===== src/rtl/core/cmr_pkg.sv =====
package cmr_pkg;

	// buffer geometry
	localparam int BUF_DEPTH = 64;
	localparam int ADDR_W    = $clog2(BUF_DEPTH);
	localparam int MAX_OUT   = 64;
	localparam int CNT_W     = 8;

	// field widths
	localparam int ID_W      = 29;
	localparam int BASE_W    = 21;
	localparam int LEN_W     = 7;
	localparam int SEQ_W     = 8;
	localparam int BYTE_W    = 8;
	localparam int IDX_W     = 3;

	// frame markers and sequence numbers
	localparam logic [BYTE_W-1:0] START_MARK = 8'h3C;
	localparam logic [BYTE_W-1:0] END_MARK   = 8'h55;
	localparam logic [SEQ_W-1:0]  START_SEQ  = 8'h01;
	localparam logic [SEQ_W-1:0]  MID_FIRST  = 8'h02;
	localparam logic [SEQ_W-1:0]  MID_LAST   = 8'h05;
	localparam logic [SEQ_W-1:0]  END_SEQ    = 8'hFF;

	// register reset values
	localparam logic [BASE_W-1:0] ID_BASE_RST = 21'h1911F0;
	localparam logic [LEN_W-1:0]  EXP_LEN_RST = 7'd46;

	// register indexes
	localparam logic REG_ID_BASE = 1'b0;
	localparam logic REG_EXP_LEN = 1'b1;

	typedef logic [7:0][BYTE_W-1:0] frame_bytes_t;

	typedef enum logic [1:0] {
		CLS_REJECT = 2'd0,
		CLS_START  = 2'd1,
		CLS_MID    = 2'd2,
		CLS_END    = 2'd3
	} frame_cls_t;

	// decoded frame: class and range of data bytes to append
	typedef struct packed {
		frame_cls_t       cls;
		logic [IDX_W-1:0] first_idx;
		logic [IDX_W-1:0] last_idx;
	} frame_info_t;

endpackage


===== src/rtl/core/cmr_byte_ram.sv =====
module cmr_byte_ram (
	input  logic                         clk,
	input  logic                         we,
	input  logic [cmr_pkg::ADDR_W-1:0]   waddr,
	input  logic [cmr_pkg::BYTE_W-1:0]   wdata,
	input  logic                         re,
	input  logic [cmr_pkg::ADDR_W-1:0]   raddr,
	output logic [cmr_pkg::BYTE_W-1:0]   rdata_q
);

	logic [cmr_pkg::BYTE_W-1:0] mem_q [cmr_pkg::BUF_DEPTH];

	// write port
	always_ff @(posedge clk) begin
		if (we) begin
			mem_q[waddr] <= wdata;
		end
	end

	// registered read port, holds its data between reads
	always_ff @(posedge clk) begin
		if (re) begin
			rdata_q <= mem_q[raddr];
		end
	end

endmodule


===== src/rtl/core/cmr_frame_dec.sv =====
module cmr_frame_dec (
	input  logic [cmr_pkg::ID_W-1:0]   can_id,
	input  cmr_pkg::frame_bytes_t      data_bytes,
	input  logic [cmr_pkg::BASE_W-1:0] id_base,
	output cmr_pkg::frame_info_t       info
);

	logic                       id_match;
	logic [cmr_pkg::SEQ_W-1:0]  seq_num;

	assign id_match = (can_id[cmr_pkg::ID_W-1:cmr_pkg::SEQ_W] == id_base);
	assign seq_num  = can_id[cmr_pkg::SEQ_W-1:0];

	// classify frame by sequence number and marker byte
	always_comb begin
		info.cls       = cmr_pkg::CLS_REJECT;
		info.first_idx = 3'd0;
		info.last_idx  = 3'd7;
		if (id_match) begin
			if (seq_num == cmr_pkg::START_SEQ) begin
				if (data_bytes[0] == cmr_pkg::START_MARK) begin
					info.cls = cmr_pkg::CLS_START;
				end
				info.first_idx = 3'd1;
			end else if (seq_num >= cmr_pkg::MID_FIRST && seq_num <= cmr_pkg::MID_LAST) begin
				info.cls = cmr_pkg::CLS_MID;
			end else if (seq_num == cmr_pkg::END_SEQ) begin
				if (data_bytes[7] == cmr_pkg::END_MARK) begin
					info.cls = cmr_pkg::CLS_END;
				end
				info.last_idx = 3'd6;
			end
		end
	end

endmodule


===== src/rtl/core/cmr_seq.sv =====
module cmr_seq (
	input  logic                         clk,
	input  logic                         arst_n,
	// frame request
	input  logic                         s_valid,
	output logic                         s_ready,
	input  cmr_pkg::frame_info_t         info,
	input  cmr_pkg::frame_bytes_t        data_bytes,
	input  logic [cmr_pkg::LEN_W-1:0]    expected_len,
	// buffer ram
	output logic                         ram_we,
	output logic [cmr_pkg::ADDR_W-1:0]   ram_waddr,
	output logic [cmr_pkg::BYTE_W-1:0]   ram_wdata,
	output logic                         ram_re,
	output logic [cmr_pkg::ADDR_W-1:0]   ram_raddr,
	input  logic [cmr_pkg::BYTE_W-1:0]   ram_rdata,
	// result stream
	output logic                         m_tvalid,
	input  logic                         m_tready,
	output logic [15:0]                  m_tdata,  // accepted, length_error, payload_byte
	output logic                         m_tuser,  // kind
	output logic                         m_tlast
);

	typedef enum logic [5:0] {
		ST_IDLE    = 6'b000001,
		ST_WRITE   = 6'b000010,
		ST_CHECK   = 6'b000100,
		ST_STATUS  = 6'b001000,
		ST_RD_ADDR = 6'b010000,
		ST_RD_DATA = 6'b100000
	} state_t;

	state_t                      state_q;
	cmr_pkg::frame_bytes_t       bytes_q;
	cmr_pkg::frame_cls_t         cls_q;
	logic [cmr_pkg::IDX_W-1:0]   bi_q;
	logic [cmr_pkg::IDX_W-1:0]   last_idx_q;
	logic [cmr_pkg::CNT_W-1:0]   fill_q;
	logic [cmr_pkg::CNT_W-1:0]   rd_cnt_q;
	logic                        st_acc_q;
	logic                        st_lerr_q;

	logic                        out_valid_q;
	logic                        out_kind_q;
	logic                        out_acc_q;
	logic                        out_lerr_q;
	logic [cmr_pkg::BYTE_W-1:0]  out_byte_q;
	logic                        out_last_q;

	logic                        in_req;
	logic                        out_free;
	logic                        fill_room;
	logic                        len_ok;
	logic                        rd_last;
	logic [cmr_pkg::CNT_W:0]     fill_ext;

	assign s_ready   = (state_q == ST_IDLE);
	assign in_req    = s_valid && s_ready;
	assign out_free  = !out_valid_q || m_tready;

	// byte append and length check against the fill count
	assign fill_ext  = {1'b0, fill_q};
	assign fill_room = fill_ext < (cmr_pkg::CNT_W+1)'(cmr_pkg::BUF_DEPTH);
	assign len_ok    = (fill_q == {1'b0, expected_len}) && (fill_q != '0)
		&& (fill_ext <= (cmr_pkg::CNT_W+1)'(cmr_pkg::BUF_DEPTH))
		&& (fill_ext <= (cmr_pkg::CNT_W+1)'(cmr_pkg::MAX_OUT));
	assign rd_last   = ((rd_cnt_q + 1'b1) == fill_q);

	assign ram_we    = (state_q == ST_WRITE) && fill_room;
	assign ram_waddr = fill_q[cmr_pkg::ADDR_W-1:0];
	assign ram_wdata = bytes_q[bi_q];
	assign ram_re    = (state_q == ST_RD_ADDR);
	assign ram_raddr = rd_cnt_q[cmr_pkg::ADDR_W-1:0];

	// sequencer
	always_ff @(posedge clk or negedge arst_n) begin
		if (!arst_n) begin
			state_q    <= ST_IDLE;
			fill_q     <= '0;
			bi_q       <= '0;
			last_idx_q <= '0;
			rd_cnt_q   <= '0;
			cls_q      <= cmr_pkg::CLS_REJECT;
			st_acc_q   <= 1'b0;
			st_lerr_q  <= 1'b0;
		end else begin
			case (state_q)
				ST_IDLE: begin
					if (in_req) begin
						cls_q      <= info.cls;
						bi_q       <= info.first_idx;
						last_idx_q <= info.last_idx;
						st_acc_q   <= 1'b0;
						st_lerr_q  <= 1'b0;
						if (info.cls == cmr_pkg::CLS_START) begin
							fill_q <= '0;
						end
						if (info.cls == cmr_pkg::CLS_REJECT) begin
							state_q <= ST_STATUS;
						end else begin
							state_q <= ST_WRITE;
						end
					end
				end
				ST_WRITE: begin
					if (fill_q != '1) begin
						fill_q <= fill_q + 1'b1;
					end
					if (bi_q == last_idx_q) begin
						if (cls_q == cmr_pkg::CLS_END) begin
							state_q <= ST_CHECK;
						end else begin
							st_acc_q <= 1'b1;
							state_q  <= ST_STATUS;
						end
					end else begin
						bi_q <= bi_q + 1'b1;
					end
				end
				ST_CHECK: begin
					rd_cnt_q <= '0;
					if (len_ok) begin
						state_q <= ST_RD_ADDR;
					end else begin
						st_lerr_q <= 1'b1;
						state_q   <= ST_STATUS;
					end
				end
				ST_STATUS: begin
					if (out_free) begin
						state_q <= ST_IDLE;
					end
				end
				ST_RD_ADDR: begin
					state_q <= ST_RD_DATA;
				end
				ST_RD_DATA: begin
					if (out_free) begin
						if (rd_last) begin
							state_q <= ST_IDLE;
						end else begin
							rd_cnt_q <= rd_cnt_q + 1'b1;
							state_q  <= ST_RD_ADDR;
						end
					end
				end
				default: begin
					state_q <= ST_IDLE;
				end
			endcase
		end
	end

	// frame byte capture
	always_ff @(posedge clk) begin
		if (in_req) begin
			bytes_q <= data_bytes;
		end
	end

	// output register valid
	always_ff @(posedge clk or negedge arst_n) begin
		if (!arst_n) begin
			out_valid_q <= 1'b0;
		end else if ((state_q == ST_STATUS || state_q == ST_RD_DATA) && out_free) begin
			out_valid_q <= 1'b1;
		end else if (m_tready) begin
			out_valid_q <= 1'b0;
		end
	end

	// output register payload
	always_ff @(posedge clk) begin
		if (out_free) begin
			if (state_q == ST_STATUS) begin
				out_kind_q <= 1'b0;
				out_acc_q  <= st_acc_q;
				out_lerr_q <= st_lerr_q;
				out_byte_q <= '0;
				out_last_q <= 1'b1;
			end else if (state_q == ST_RD_DATA) begin
				out_kind_q <= 1'b1;
				out_acc_q  <= 1'b1;
				out_lerr_q <= 1'b0;
				out_byte_q <= ram_rdata;
				out_last_q <= rd_last;
			end
		end
	end

	assign m_tvalid = out_valid_q;
	assign m_tuser  = out_kind_q;
	assign m_tlast  = out_last_q;
	assign m_tdata  = {6'd0, out_byte_q, out_lerr_q, out_acc_q};

endmodule


===== src/rtl/core/can_multiframe_reassembler_top.sv =====
// status result: a start or middle frame is written into the buffer, then its status is registered out
// end frame: 7 byte writes and a length check, then the payload is read back from the buffer, with a read
//   address step and a read data step per payload byte; a length error or a rejected frame gives a status
// throughput: one frame at a time, a new frame is taken only while the sequencer is idle; output stalls hold it
// reset: asynchronous, clears fill count, sequencer, output valid and configuration registers to their defaults;
// buffer contents are undefined until written and are not cleared
module can_multiframe_reassembler_top (
	input  logic        clk,
	input  logic        arst_n,
	// configuration port
	input  logic        cfg_we,
	input  logic        cfg_addr,
	input  logic [20:0] cfg_wdata,
	// frame stream
	input  logic        s_tvalid,
	output logic        s_tready,
	input  logic [95:0] s_tdata,  // can_id, data_byte_0 .. data_byte_7
	// result stream
	output logic        m_tvalid,
	input  logic        m_tready,
	output logic [15:0] m_tdata,  // accepted, length_error, payload_byte
	output logic        m_tuser,  // kind
	output logic        m_tlast
);

	logic [cmr_pkg::BASE_W-1:0]  id_base_q;
	logic [cmr_pkg::LEN_W-1:0]   exp_len_q;
	logic [cmr_pkg::ID_W-1:0]    can_id;
	cmr_pkg::frame_bytes_t       data_bytes;
	cmr_pkg::frame_info_t        info;

	logic                        ram_we;
	logic [cmr_pkg::ADDR_W-1:0]  ram_waddr;
	logic [cmr_pkg::BYTE_W-1:0]  ram_wdata;
	logic                        ram_re;
	logic [cmr_pkg::ADDR_W-1:0]  ram_raddr;
	logic [cmr_pkg::BYTE_W-1:0]  ram_rdata;

	// configuration registers
	always_ff @(posedge clk or negedge arst_n) begin
		if (!arst_n) begin
			id_base_q <= cmr_pkg::ID_BASE_RST;
			exp_len_q <= cmr_pkg::EXP_LEN_RST;
		end else if (cfg_we) begin
			case (cfg_addr)
				cmr_pkg::REG_ID_BASE: id_base_q <= cfg_wdata;
				cmr_pkg::REG_EXP_LEN: exp_len_q <= cfg_wdata[cmr_pkg::LEN_W-1:0];
				default: begin
				end
			endcase
		end
	end

	// unpack frame fields
	assign can_id = s_tdata[cmr_pkg::ID_W-1:0];
	always_comb begin
		for (int i = 0; i < 8; i++) begin
			data_bytes[i] = s_tdata[cmr_pkg::ID_W + cmr_pkg::BYTE_W*i +: cmr_pkg::BYTE_W];
		end
	end

	cmr_frame_dec u_dec (
		.can_id     (can_id),
		.data_bytes (data_bytes),
		.id_base    (id_base_q),
		.info       (info)
	);

	cmr_byte_ram u_ram (
		.clk     (clk),
		.we      (ram_we),
		.waddr   (ram_waddr),
		.wdata   (ram_wdata),
		.re      (ram_re),
		.raddr   (ram_raddr),
		.rdata_q (ram_rdata)
	);

	cmr_seq u_seq (
		.clk          (clk),
		.arst_n       (arst_n),
		.s_valid      (s_tvalid),
		.s_ready      (s_tready),
		.info         (info),
		.data_bytes   (data_bytes),
		.expected_len (exp_len_q),
		.ram_we       (ram_we),
		.ram_waddr    (ram_waddr),
		.ram_wdata    (ram_wdata),
		.ram_re       (ram_re),
		.ram_raddr    (ram_raddr),
		.ram_rdata    (ram_rdata),
		.m_tvalid     (m_tvalid),
		.m_tready     (m_tready),
		.m_tdata      (m_tdata),
		.m_tuser      (m_tuser),
		.m_tlast      (m_tlast)
	);

endmodule

===== config.mk =====
export PLATFORM = sky130hd
export DESIGN_NAME = can_multiframe_reassembler_top
export DESIGN_NICKNAME = d
export VERILOG_FILES = /design/src/rtl/core/cmr_pkg.sv /design/src/rtl/core/cmr_byte_ram.sv /design/src/rtl/core/cmr_frame_dec.sv /design/src/rtl/core/cmr_seq.sv /design/src/rtl/core/can_multiframe_reassembler_top.sv
export SDC_FILE = /design/constraint.sdc
export NUM_CORES = 1
export LEC_CHECK = 0
export BUFFER_PORTS_ARGS = -buffer_cell sky130_fd_sc_hd__buf_2
export CAP_MARGIN = 10
export CORE_UTILIZATION = 38
export DETAILED_ROUTE_END_ITERATION = 8
export PLACE_DENSITY_LB_ADDON = 0.25
export SLEW_MARGIN = 20
export SYNTH_ARGS = -nofsm -noshare
export SYNTH_HDL_FRONTEND = slang
export SYNTH_SLANG_ARGS = --single-unit

===== constraint.sdc =====
create_clock -name clk -period 3.7 [get_ports clk]
set_input_delay 0.74 -clock clk [delete_from_list [all_inputs] [get_ports clk]]
set_output_delay 0.74 -clock clk [all_outputs]
set_load 0.03 [all_outputs]

==> results of run 1 <==
-- worst register-to-register path, delay by kind of cell, from the launching register on --
kind	cells	cell delay, ns
flip-flops	1	0.46
AND/OR/NAND/NOR	5	2.57
-- flip-flops by register name, indices dropped and copies added (netlist names), 3 cells and up --
name / count
u_seq.fill_q: 8
u_seq.bytes_q: 64
u_seq.bi_q: 3
u_seq.state_q: 6
u_ram.mem_q: 512
id_base_q: 21
exp_len_q: 7
u_seq.rd_cnt_q: 8
u_ram.rdata_q: 8
u_seq.out_byte_q: 8
-- worst paths after layout --
kind	from	endpoint	slack (ns)
min in group clk	s_tdata[40]	u_seq.bytes_q[11]	0.32
worst min register to register	u_seq.st_acc_q	u_seq.st_acc_q	0.47
worst max register to register	u_seq.state_q[3]	u_ram.mem_q[18][1]	0.30
worst max-delay path	u_seq.state_q[3]	u_ram.mem_q[18][1]	0.30
worst min-delay path	arst_n	exp_len_q[6]	0.14
max in group asynchronous	arst_n	id_base_q[6]	2.88
-- cell type report --
type                       instances  area (µm²)
fill                            5807       37990
sequential                       656       19420
multi-input combinational        555        6519
clock buffer                      82        1818
timing repair buffer             198        1269
tap                              931        1165
clock inverter                    41       371.6
inverter                           9       33.78
-- per-stage QoR --
stage          power, W  hold slack, ns  cell area (µm²)
2_1_floorplan  0.009456          0.4312            26350
3_3_place_gp   0.009907          0.4634            28400
3_5_place_dp   0.009958          0.4593            28400
4_1_cts         0.01670          0.2792            30590
5_1_grt         0.01706          0.1745            30600
6_report        0.01650          0.1442            30600
-- per-layer routing --
metal  part of all wire (%)  track usage [%]  vias to the layer above
li1                       -                -                     5663
met4                    2.0            5.077                        0
met1                     44            22.77                     6693
met2                     49            26.76                      362
met3                    5.5            2.907                       73
met5                      0                0                        -
-- cell families (layout without fill, tap and decap cells) --
group,count (synthesis),in the layout,share of synthesized area (%)
flops,656,656,73.74
simple gates,231,231,4.405
mux,223,223,17.39
buf+inv,85,330,1.587
compound gates,47,47,1.202
xor+xnor,44,44,1.464
fa+ha+maj,4,4,0.1901
other cells,1,6,0.01424
-- where the power goes --
part | switching, W | internal [W] | leakage [nW] | total (W)
sequential | 0.0000908 | 0.00865 | 6.05 | 0.00874
clock | 0.00279 | 0.00394 | 1.08 | 0.00673
combinational | 0.000737 | 0.000295 | 3.04 | 0.00103
total | 0.00362 | 0.0129 | 10.2 | 0.0165
-- layout by cell type (no fill, tap or decap), drive strengths merged, types with 5 or more instances in the layout --
cell type / n
or3: 5
a21oi: 7
conb: 6
xnor2: 30
clkbuf: 82
or4: 6
xor2: 14
edfxtp: 596
mux2: 36
nand4: 10
bufinv: 6
o21ai: 12
buf: 198
nor4: 9
clkinv: 31
dfrtp: 46
o211ai: 7
nor2: 87
nand3: 18
nand2: 38
mux4: 184
inv: 12
dfstp: 14
nor3: 13
and2: 9
==> flow_metrics.tcl, run 1 <==
set metrics [dict create \
    initial_core_util_pct 38.39 \
    slowest_stage "nor2_1" \
    ys.warnings.count 0 \
    cts.path.max_buffers 3 \
    fin_util_pct 44.61 \
    via_count 12791 \
    grt_setup_unrepaired "false" \
    fin_setup_tns_ns 0 \
    final_cells 2472 \
    layout-drive-gt1-share_pct 35.04 \
    post_cts_buffers 0 \
    synth-main-ff-cell "edfxtp_1" \
    yosysTopAreaCell "edfxtp_1" \
    final_nets 1616 \
    worstSkewPairLatency_ns 0.61 \
    synth_commonest_cells "edfxtp_1, mux4_2, nor2_1" \
    period_share_pct 91.89 \
    setup-violations-final 0 \
    gr-total-overflow 0 \
    p_leak_nw 10.17 \
    slew_headroom_pct 31.28 \
    path_class "register to register" \
    path_common_cell "nor4_1" \
    status "finished, final reports clean" \
    crit_chain "nor4_1 -> nand3_1 -> nor4_1 -> nand2_1 -> nor2_1" \
    path_depth 5 \
    hold_path_class "primary input to async pin" \
    power_density_nw_per_um2 539.4 \
    first_pass_iters 5 \
    die_w_um 265.2 \
    path_buf_inv 0 \
    htreeDepth 3 \
    grtUsageTotal_pct 16.50 \
    fin_crit_ns 3.400 \
    core_um2 68590 \
    insertedDiodeCount 0 \
    crit_arrival_ns 3.61 \
    postCtsResizedCells 0 \
    synth.avg_cell_area_um2 20.39 \
    clk_pin_slew_worst_paths_ns 0.06 \
    die_area_um2 70340 \
    dp.final_hpwl_um 36240 \
    fp.dieH_um 265.2 \
    cp.required_ns 3.91 \
    slew_viol_final 0 \
    boundaryPins 143 \
    wl_um 57130 \
    drt_iter0_markers 1078 \
    cts_hold_buf 0 \
    skew_ns 0.02362 \
    clock.fmax_mhz 294.1 \
    end_kind "register" \
    setup_ws_ns 0.3002 \
    ys_types 59 \
    synth_seq_cells 656 \
    ff2ff_path_depth 5 \
    vias_per_cell 5.174 \
    drc 0 \
    cts_sinks 656 \
    grt_max_degree 65 \
    globalplace.congestion 0.8055 \
    yosysTopAreaCellShare_pct 67.98 \
    area.growth.synth_to_final_pct 16.22 \
    start_kind "register" \
    antenna_found_initial 0 \
    rows 96 \
    max_stage_delay_ns 0.80 \
    grt_pass1_vias 13356 \
    drv_cap 0 \
    yosysMostFrequentCell "edfxtp_1" \
    synth_edf_count 596 \
    synthTopCellsByArea "edfxtp_1, mux4_2, dfrtp_1, mux2_2, dfstp_2" \
    portBuffers 133 \
    hold_violations 0 \
    place_ws_ns 0.3165 \
    yosysSeqAreaShare_pct 73.74 \
    cts_root_buf "clkbuf_16" \
    cp_top_family "simple AND/OR/NAND/NOR gates" \
    numPlacedInstances 2349 \
    numCtsBuffers 69 \
    syn_inst 1291 \
    cts_tree "built" \
    critPathMaxFanout 8 \
    ir_drop_uv 292.3 \
    tightest_slew_ns 1.026 \
    ant_nets 0 \
    netlist_area_um2 26330 \
    wl_per_cell_um 23.11 \
    grt_pass1_wl_um 85460 \
    async_flop_share_pct 9.146 \
]
No activity file was read; power rests on OpenSTA's default activity.
==> inputs of run 2 (changes only) <==
==> constraint.sdc (replaced) <==
create_clock -name clk -period 3.9 [get_ports clk]
set_input_delay 0.78 -clock clk [delete_from_list [all_inputs] [get_ports clk]]
set_output_delay 0.78 -clock clk [all_outputs]
set_load 0.03 [all_outputs]
==> flow_metrics.tcl, run 2 (synthesis results as in run 1) <==
set metrics [dict create \
    worstSkewPairLatency_ns 0.60 \
    drv_cap 0 \
    area.growth.synth_to_final_pct 16.50 \
    grt_setup_unrepaired "false" \
    final_nets 1627 \
    crit_arrival_ns 3.60 \
    boundaryPins 143 \
    cts_sinks 656 \
    via_count 12858 \
    rows 96 \
    cp.required_ns 4.12 \
    path_buf_inv 0 \
    status "finished, final reports clean" \
    fp.dieH_um 265.2 \
    wl_per_cell_um 23.15 \
    cts_hold_buf 0 \
    largest_register "u_ram.mem_q" \
    finalInstanceArea_um2 30670 \
    drc 0 \
    grt_max_degree 66 \
    antenna_found_initial 0 \
    dp.final_hpwl_um 35950 \
    vias_per_cell 5.176 \
    power_density_nw_per_um2 510.5 \
    gr-total-overflow 0 \
    path_class "register to register" \
    tightest_slew_ns 0.9157 \
    drt_iter0_markers 1045 \
    hold_path_class "primary input to async pin" \
    fin_util_pct 44.72 \
    initial_core_util_pct 38.39 \
    clk_pin_slew_worst_paths_ns 0.06 \
    cts.path.max_buffers 3 \
    crit_chain "nor4_1 -> nand3_1 -> nor4_1 -> nand2_1 -> nor2_1" \
    skew_ns 0.02207 \
    largest_reg_flops 512 \
    cts_tree "built" \
    fin_crit_ns 3.373 \
    first_pass_iters 5 \
    postCtsResizedCells 0 \
    die_w_um 265.2 \
    largestRegisters "u_ram.mem_q x512, u_seq.bytes_q x64, id_base_q x21" \
    fin_setup_tns_ns 0 \
    htreeDepth 3 \
    p_leak_nw 10.23 \
    final_common_cell "edfxtp_1" \
    grt_pass1_wl_um 87330 \
    slew_headroom_pct 38.96 \
    slew_viol_final 0 \
    ir_drop_uv 286.9 \
    die_area_um2 70340 \
    hold_violations 0 \
    layout-drive-gt1-share_pct 35.22 \
    grt_pass1_vias 13468 \
    max_stage_delay_ns 0.77 \
    cts_root_buf "clkbuf_16" \
    ant_nets 0 \
    setup-violations-final 0 \
    post_dp_cell_area_um2 28450 \
    wl_um 57510 \
    path_common_cell "nor4_1" \
    globalplace.congestion 0.7931 \
    cp_top_family "simple AND/OR/NAND/NOR gates" \
    core_um2 68590 \
    start_kind "register" \
    end_kind "register" \
    period_share_pct 86.50 \
    critPathMaxFanout 8 \
    clock.fmax_mhz 296.4 \
    portBuffers 133 \
    numCtsBuffers 69 \
    insertedDiodeCount 0 \
    grtUsageTotal_pct 16.72 \
    slowest_stage "nor2_1" \
    post_cts_buffers 0 \
    final_cell_mix "edfxtp_1, mux4_2, buf_2" \
]
-- run 2: cell count changes in the layout (fill, tap and decap cells not counted), moves of 2 or more --
cell / previous run / this run
buf_4: 57 / 68
clkbuf_1: 11 / 17
clkbuf_8: 0 / 2
clkinv_1: 16 / 14
clkinv_2: 13 / 8
-- run 2: worst paths after layout --
kind	start	endpoint	slack, ns	depth (start not counted)
min in group clk	s_tdata[53]	u_seq.bytes_q[24]	0.35	1
setup / recovery	u_seq.state_q[2]	u_ram.mem_q[50][7]	0.53	5
setup reg to reg	u_seq.state_q[2]	u_ram.mem_q[50][7]	0.53	5
max in group asynchronous	arst_n	id_base_q[5]	2.95	3
hold / removal	arst_n	u_seq.bi_q[1]	0.09	1
hold reg to reg	u_seq.st_acc_q	u_seq.st_acc_q	0.47	2
-- run 2: cell type report --
| class | count | area, µm² |
|---|---|---|
| fillers | 5793 | 37910 |
| repair buffers | 209 | 1336 |
| inverters | 9 | 33.78 |
| clock buffers | 91 | 1893 |
| flip-flops and latches | 656 | 19420 |
| well taps | 931 | 1165 |
| multi-input cells | 555 | 6521 |
| clock inverters | 33 | 301.5 |
-- run 2: per-stage QoR --
step / power [W] / setup slack [ns] / hold WS (ns) / instances
after floorplan: 0.008971 / 0.5406 / 0.4312 / 1296
after global placement: 0.009382 / 0.4926 / 0.4530 / 2359
after detailed placement: 0.009435 / 0.5456 / 0.4586 / 2359
after CTS: 0.01584 / 0.5108 / 0.3090 / 2483
after global routing: 0.01619 / 0.2202 / 0.09216 / 2484
final: 0.01566 / 0.5266 / 0.09297 / 2484
-- run 2: metal layers --
| metal | GRT usage (%) | up-vias | wire (µm) |
|---|---|---|---|
| met4 | 4.905 | 0 | 878 |
| li1 | - | 5692 | - |
| met1 | 23.19 | 6777 | 25580 |
| met3 | 3.194 | 54 | 2939 |
| met5 | 0 | - | 0 |
| met2 | 26.89 | 335 | 28110 |
-- run 2: report_power, final --
part / leakage (nW) / switching [W] / internal, W
registers: 6.05 / 0.0000836 / 0.00821
clock network: 1.07 / 0.00264 / 0.00376
logic: 3.11 / 0.000695 / 0.000277
total: 10.2 / 0.00342 / 0.0122
==> inputs of run 3 (changes only) <==
==> constraint.sdc (replaced) <==
create_clock -name clk -period 3.9 [get_ports clk]
set_input_delay 0.195 -clock clk [delete_from_list [all_inputs] [get_ports clk]]
set_output_delay 0.195 -clock clk [all_outputs]
set_load 0.03 [all_outputs]
==> flow_metrics.tcl, run 3 (synthesis results as in run 1) <==
set metrics [dict create \
    ant_nets 0 \
    cp.required_ns 4.11 \
    first_pass_iters 5 \
    hold_path_class "primary input to register" \
    initial_core_util_pct 38.39 \
    top_layer "met4" \
    wirelength_met1_um 26150 \
    largest_reg_flops 512 \
    worstSkewPairLatency_ns 0.61 \
    wl_per_cell_um 22.77 \
    rows 96 \
    clk_pin_slew_worst_paths_ns 0.06 \
    globalplace.congestion 0.7944 \
    boundaryPins 143 \
    cts.path.max_buffers 3 \
    ir_drop_uv 289.4 \
    wl_met3_um 3117 \
    holdWs_ns 0.04385 \
    crit_arrival_ns 3.71 \
    numCtsBuffers 70 \
    drv_cap 0 \
    cts_tree "built" \
    slew_viol_final 0 \
    tightest_slew_ns 1.027 \
    fin_crit_ns 3.494 \
    portBuffers 133 \
    drc 0 \
    path_class "register to register" \
    cts_root_buf "clkbuf_16" \
    clock.fmax_mhz 286.2 \
    vias_per_cell 5.189 \
    area.growth.synth_to_final_pct 20.18 \
    setup-violations-final 0 \
    gr-total-overflow 0 \
    die_w_um 265.2 \
    p_leak_nw 10.62 \
    total_power_w 0.01579 \
    grt_pass1_vias 13826 \
    grt_pass1_wl_um 88420 \
    skew_ns 0.03480 \
    largestRegisters "u_ram.mem_q x512, u_seq.bytes_q x64, id_base_q x21" \
    final_nets 1723 \
    final_cell_mix "edfxtp_1, mux4_2, buf_2" \
    start_kind "register" \
    final_cells 2584 \
    cts_sinks 656 \
    critPathMaxFanout 10 \
    final_common_cell "edfxtp_1" \
    seq_area_um2 19420 \
    dp.final_hpwl_um 36270 \
    period_share_pct 89.60 \
    fin_setup_tns_ns 0 \
    via_count 13409 \
    power_density_nw_per_um2 499.0 \
    nFillCells 5719 \
    hold_violations 0 \
    core_um2 68590 \
    largest_register "u_ram.mem_q" \
    grtUsageTotal_pct 17.02 \
    status "finished, final reports clean" \
    post_cts_buffers 0 \
    wl_um 58830 \
    wl_met2_um 28080 \
    end_kind "register" \
    drt_iter0_markers 1064 \
    numPlacedInstances 2366 \
    grt_max_degree 65 \
    finalInstanceArea_um2 31640 \
    htreeDepth 3 \
    slew_headroom_pct 31.22 \
    multi_input_area_um2 6516 \
    antenna_found_initial 2 \
    fp.dieH_um 265.2 \
    die_area_um2 70340 \
    layout-drive-gt1-share_pct 33.56 \
    post_dp_cell_area_um2 28510 \
    grt_setup_unrepaired "false" \
]
==> run 3: worst paths after layout <==
path / start / endpoint / slack [ns] / cells after the start
setup / recovery: u_seq.state_q[3] / u_ram.mem_q[4][2] / 0.41 / 6
setup reg to reg: u_seq.state_q[3] / u_ram.mem_q[4][2] / 0.41 / 6
hold reg to reg: u_seq.st_acc_q / u_seq.st_acc_q / 0.46 / 2
max in group asynchronous: arst_n / u_seq.state_q[0] / 3.03 / 3
hold / removal: s_tdata[0] / u_seq.last_idx_q[0] / 0.04 / 4
min in group asynchronous: arst_n / id_base_q[9] / 0.14 / 2
==> run 3: layout make-up <==
cell class / instances / area share, %
multi-input cells: 555 / 20.59
repair buffers: 304 / 7.149
inverters: 9 / 0.1068
diodes: 2 / 0.01582
clock inverters: 34 / 0.8225
clock buffers: 93 / 6.244
flip-flops and latches: 656 / 61.39
well taps: 931 / 3.681
==> run 3: power breakdown <==
part | internal, W | switching [W]
clock network | 0.00377 | 0.00268
logic | 0.000333 | 0.000716
registers | 0.00821 | 0.0000855
total | 0.0123 | 0.00348
==> run 3: through the flow <==
stage | util, % | worst slack, ns
3_5_place_dp | 41.56 | 0.4351
5_1_grt | 46.13 | 0.2313
4_1_cts | 46.12 | 0.4177
2_1_floorplan | - | 0.5406
3_3_place_gp | 41.56 | 0.5447
6_report | 46.13 | 0.4058
==> run 3: layer usage <==
metal | global-route usage [%] | up-vias
li1 | - | 5881
met1 | 23.80 | 7028
met2 | 26.74 | 409
met3 | 3.036 | 91
met4 | 6.358 | 0
met5 | 0 | -
==> run 3: timing repair <==
item,CTS,global route
resized for setup,0,0
setup endpoints to repair,0,0
hold buffers,89,0
hold endpoints to repair,125,0
==> run 3: critical path, stage by stage, from the launching register on <==
cell and delay, ns:
dfrtp_1 0.46, nor4_1 0.43, nand3_1 0.12, buf_4 0.19, nor4_1 0.52, nand2_1 0.61, nor2_1 0.75
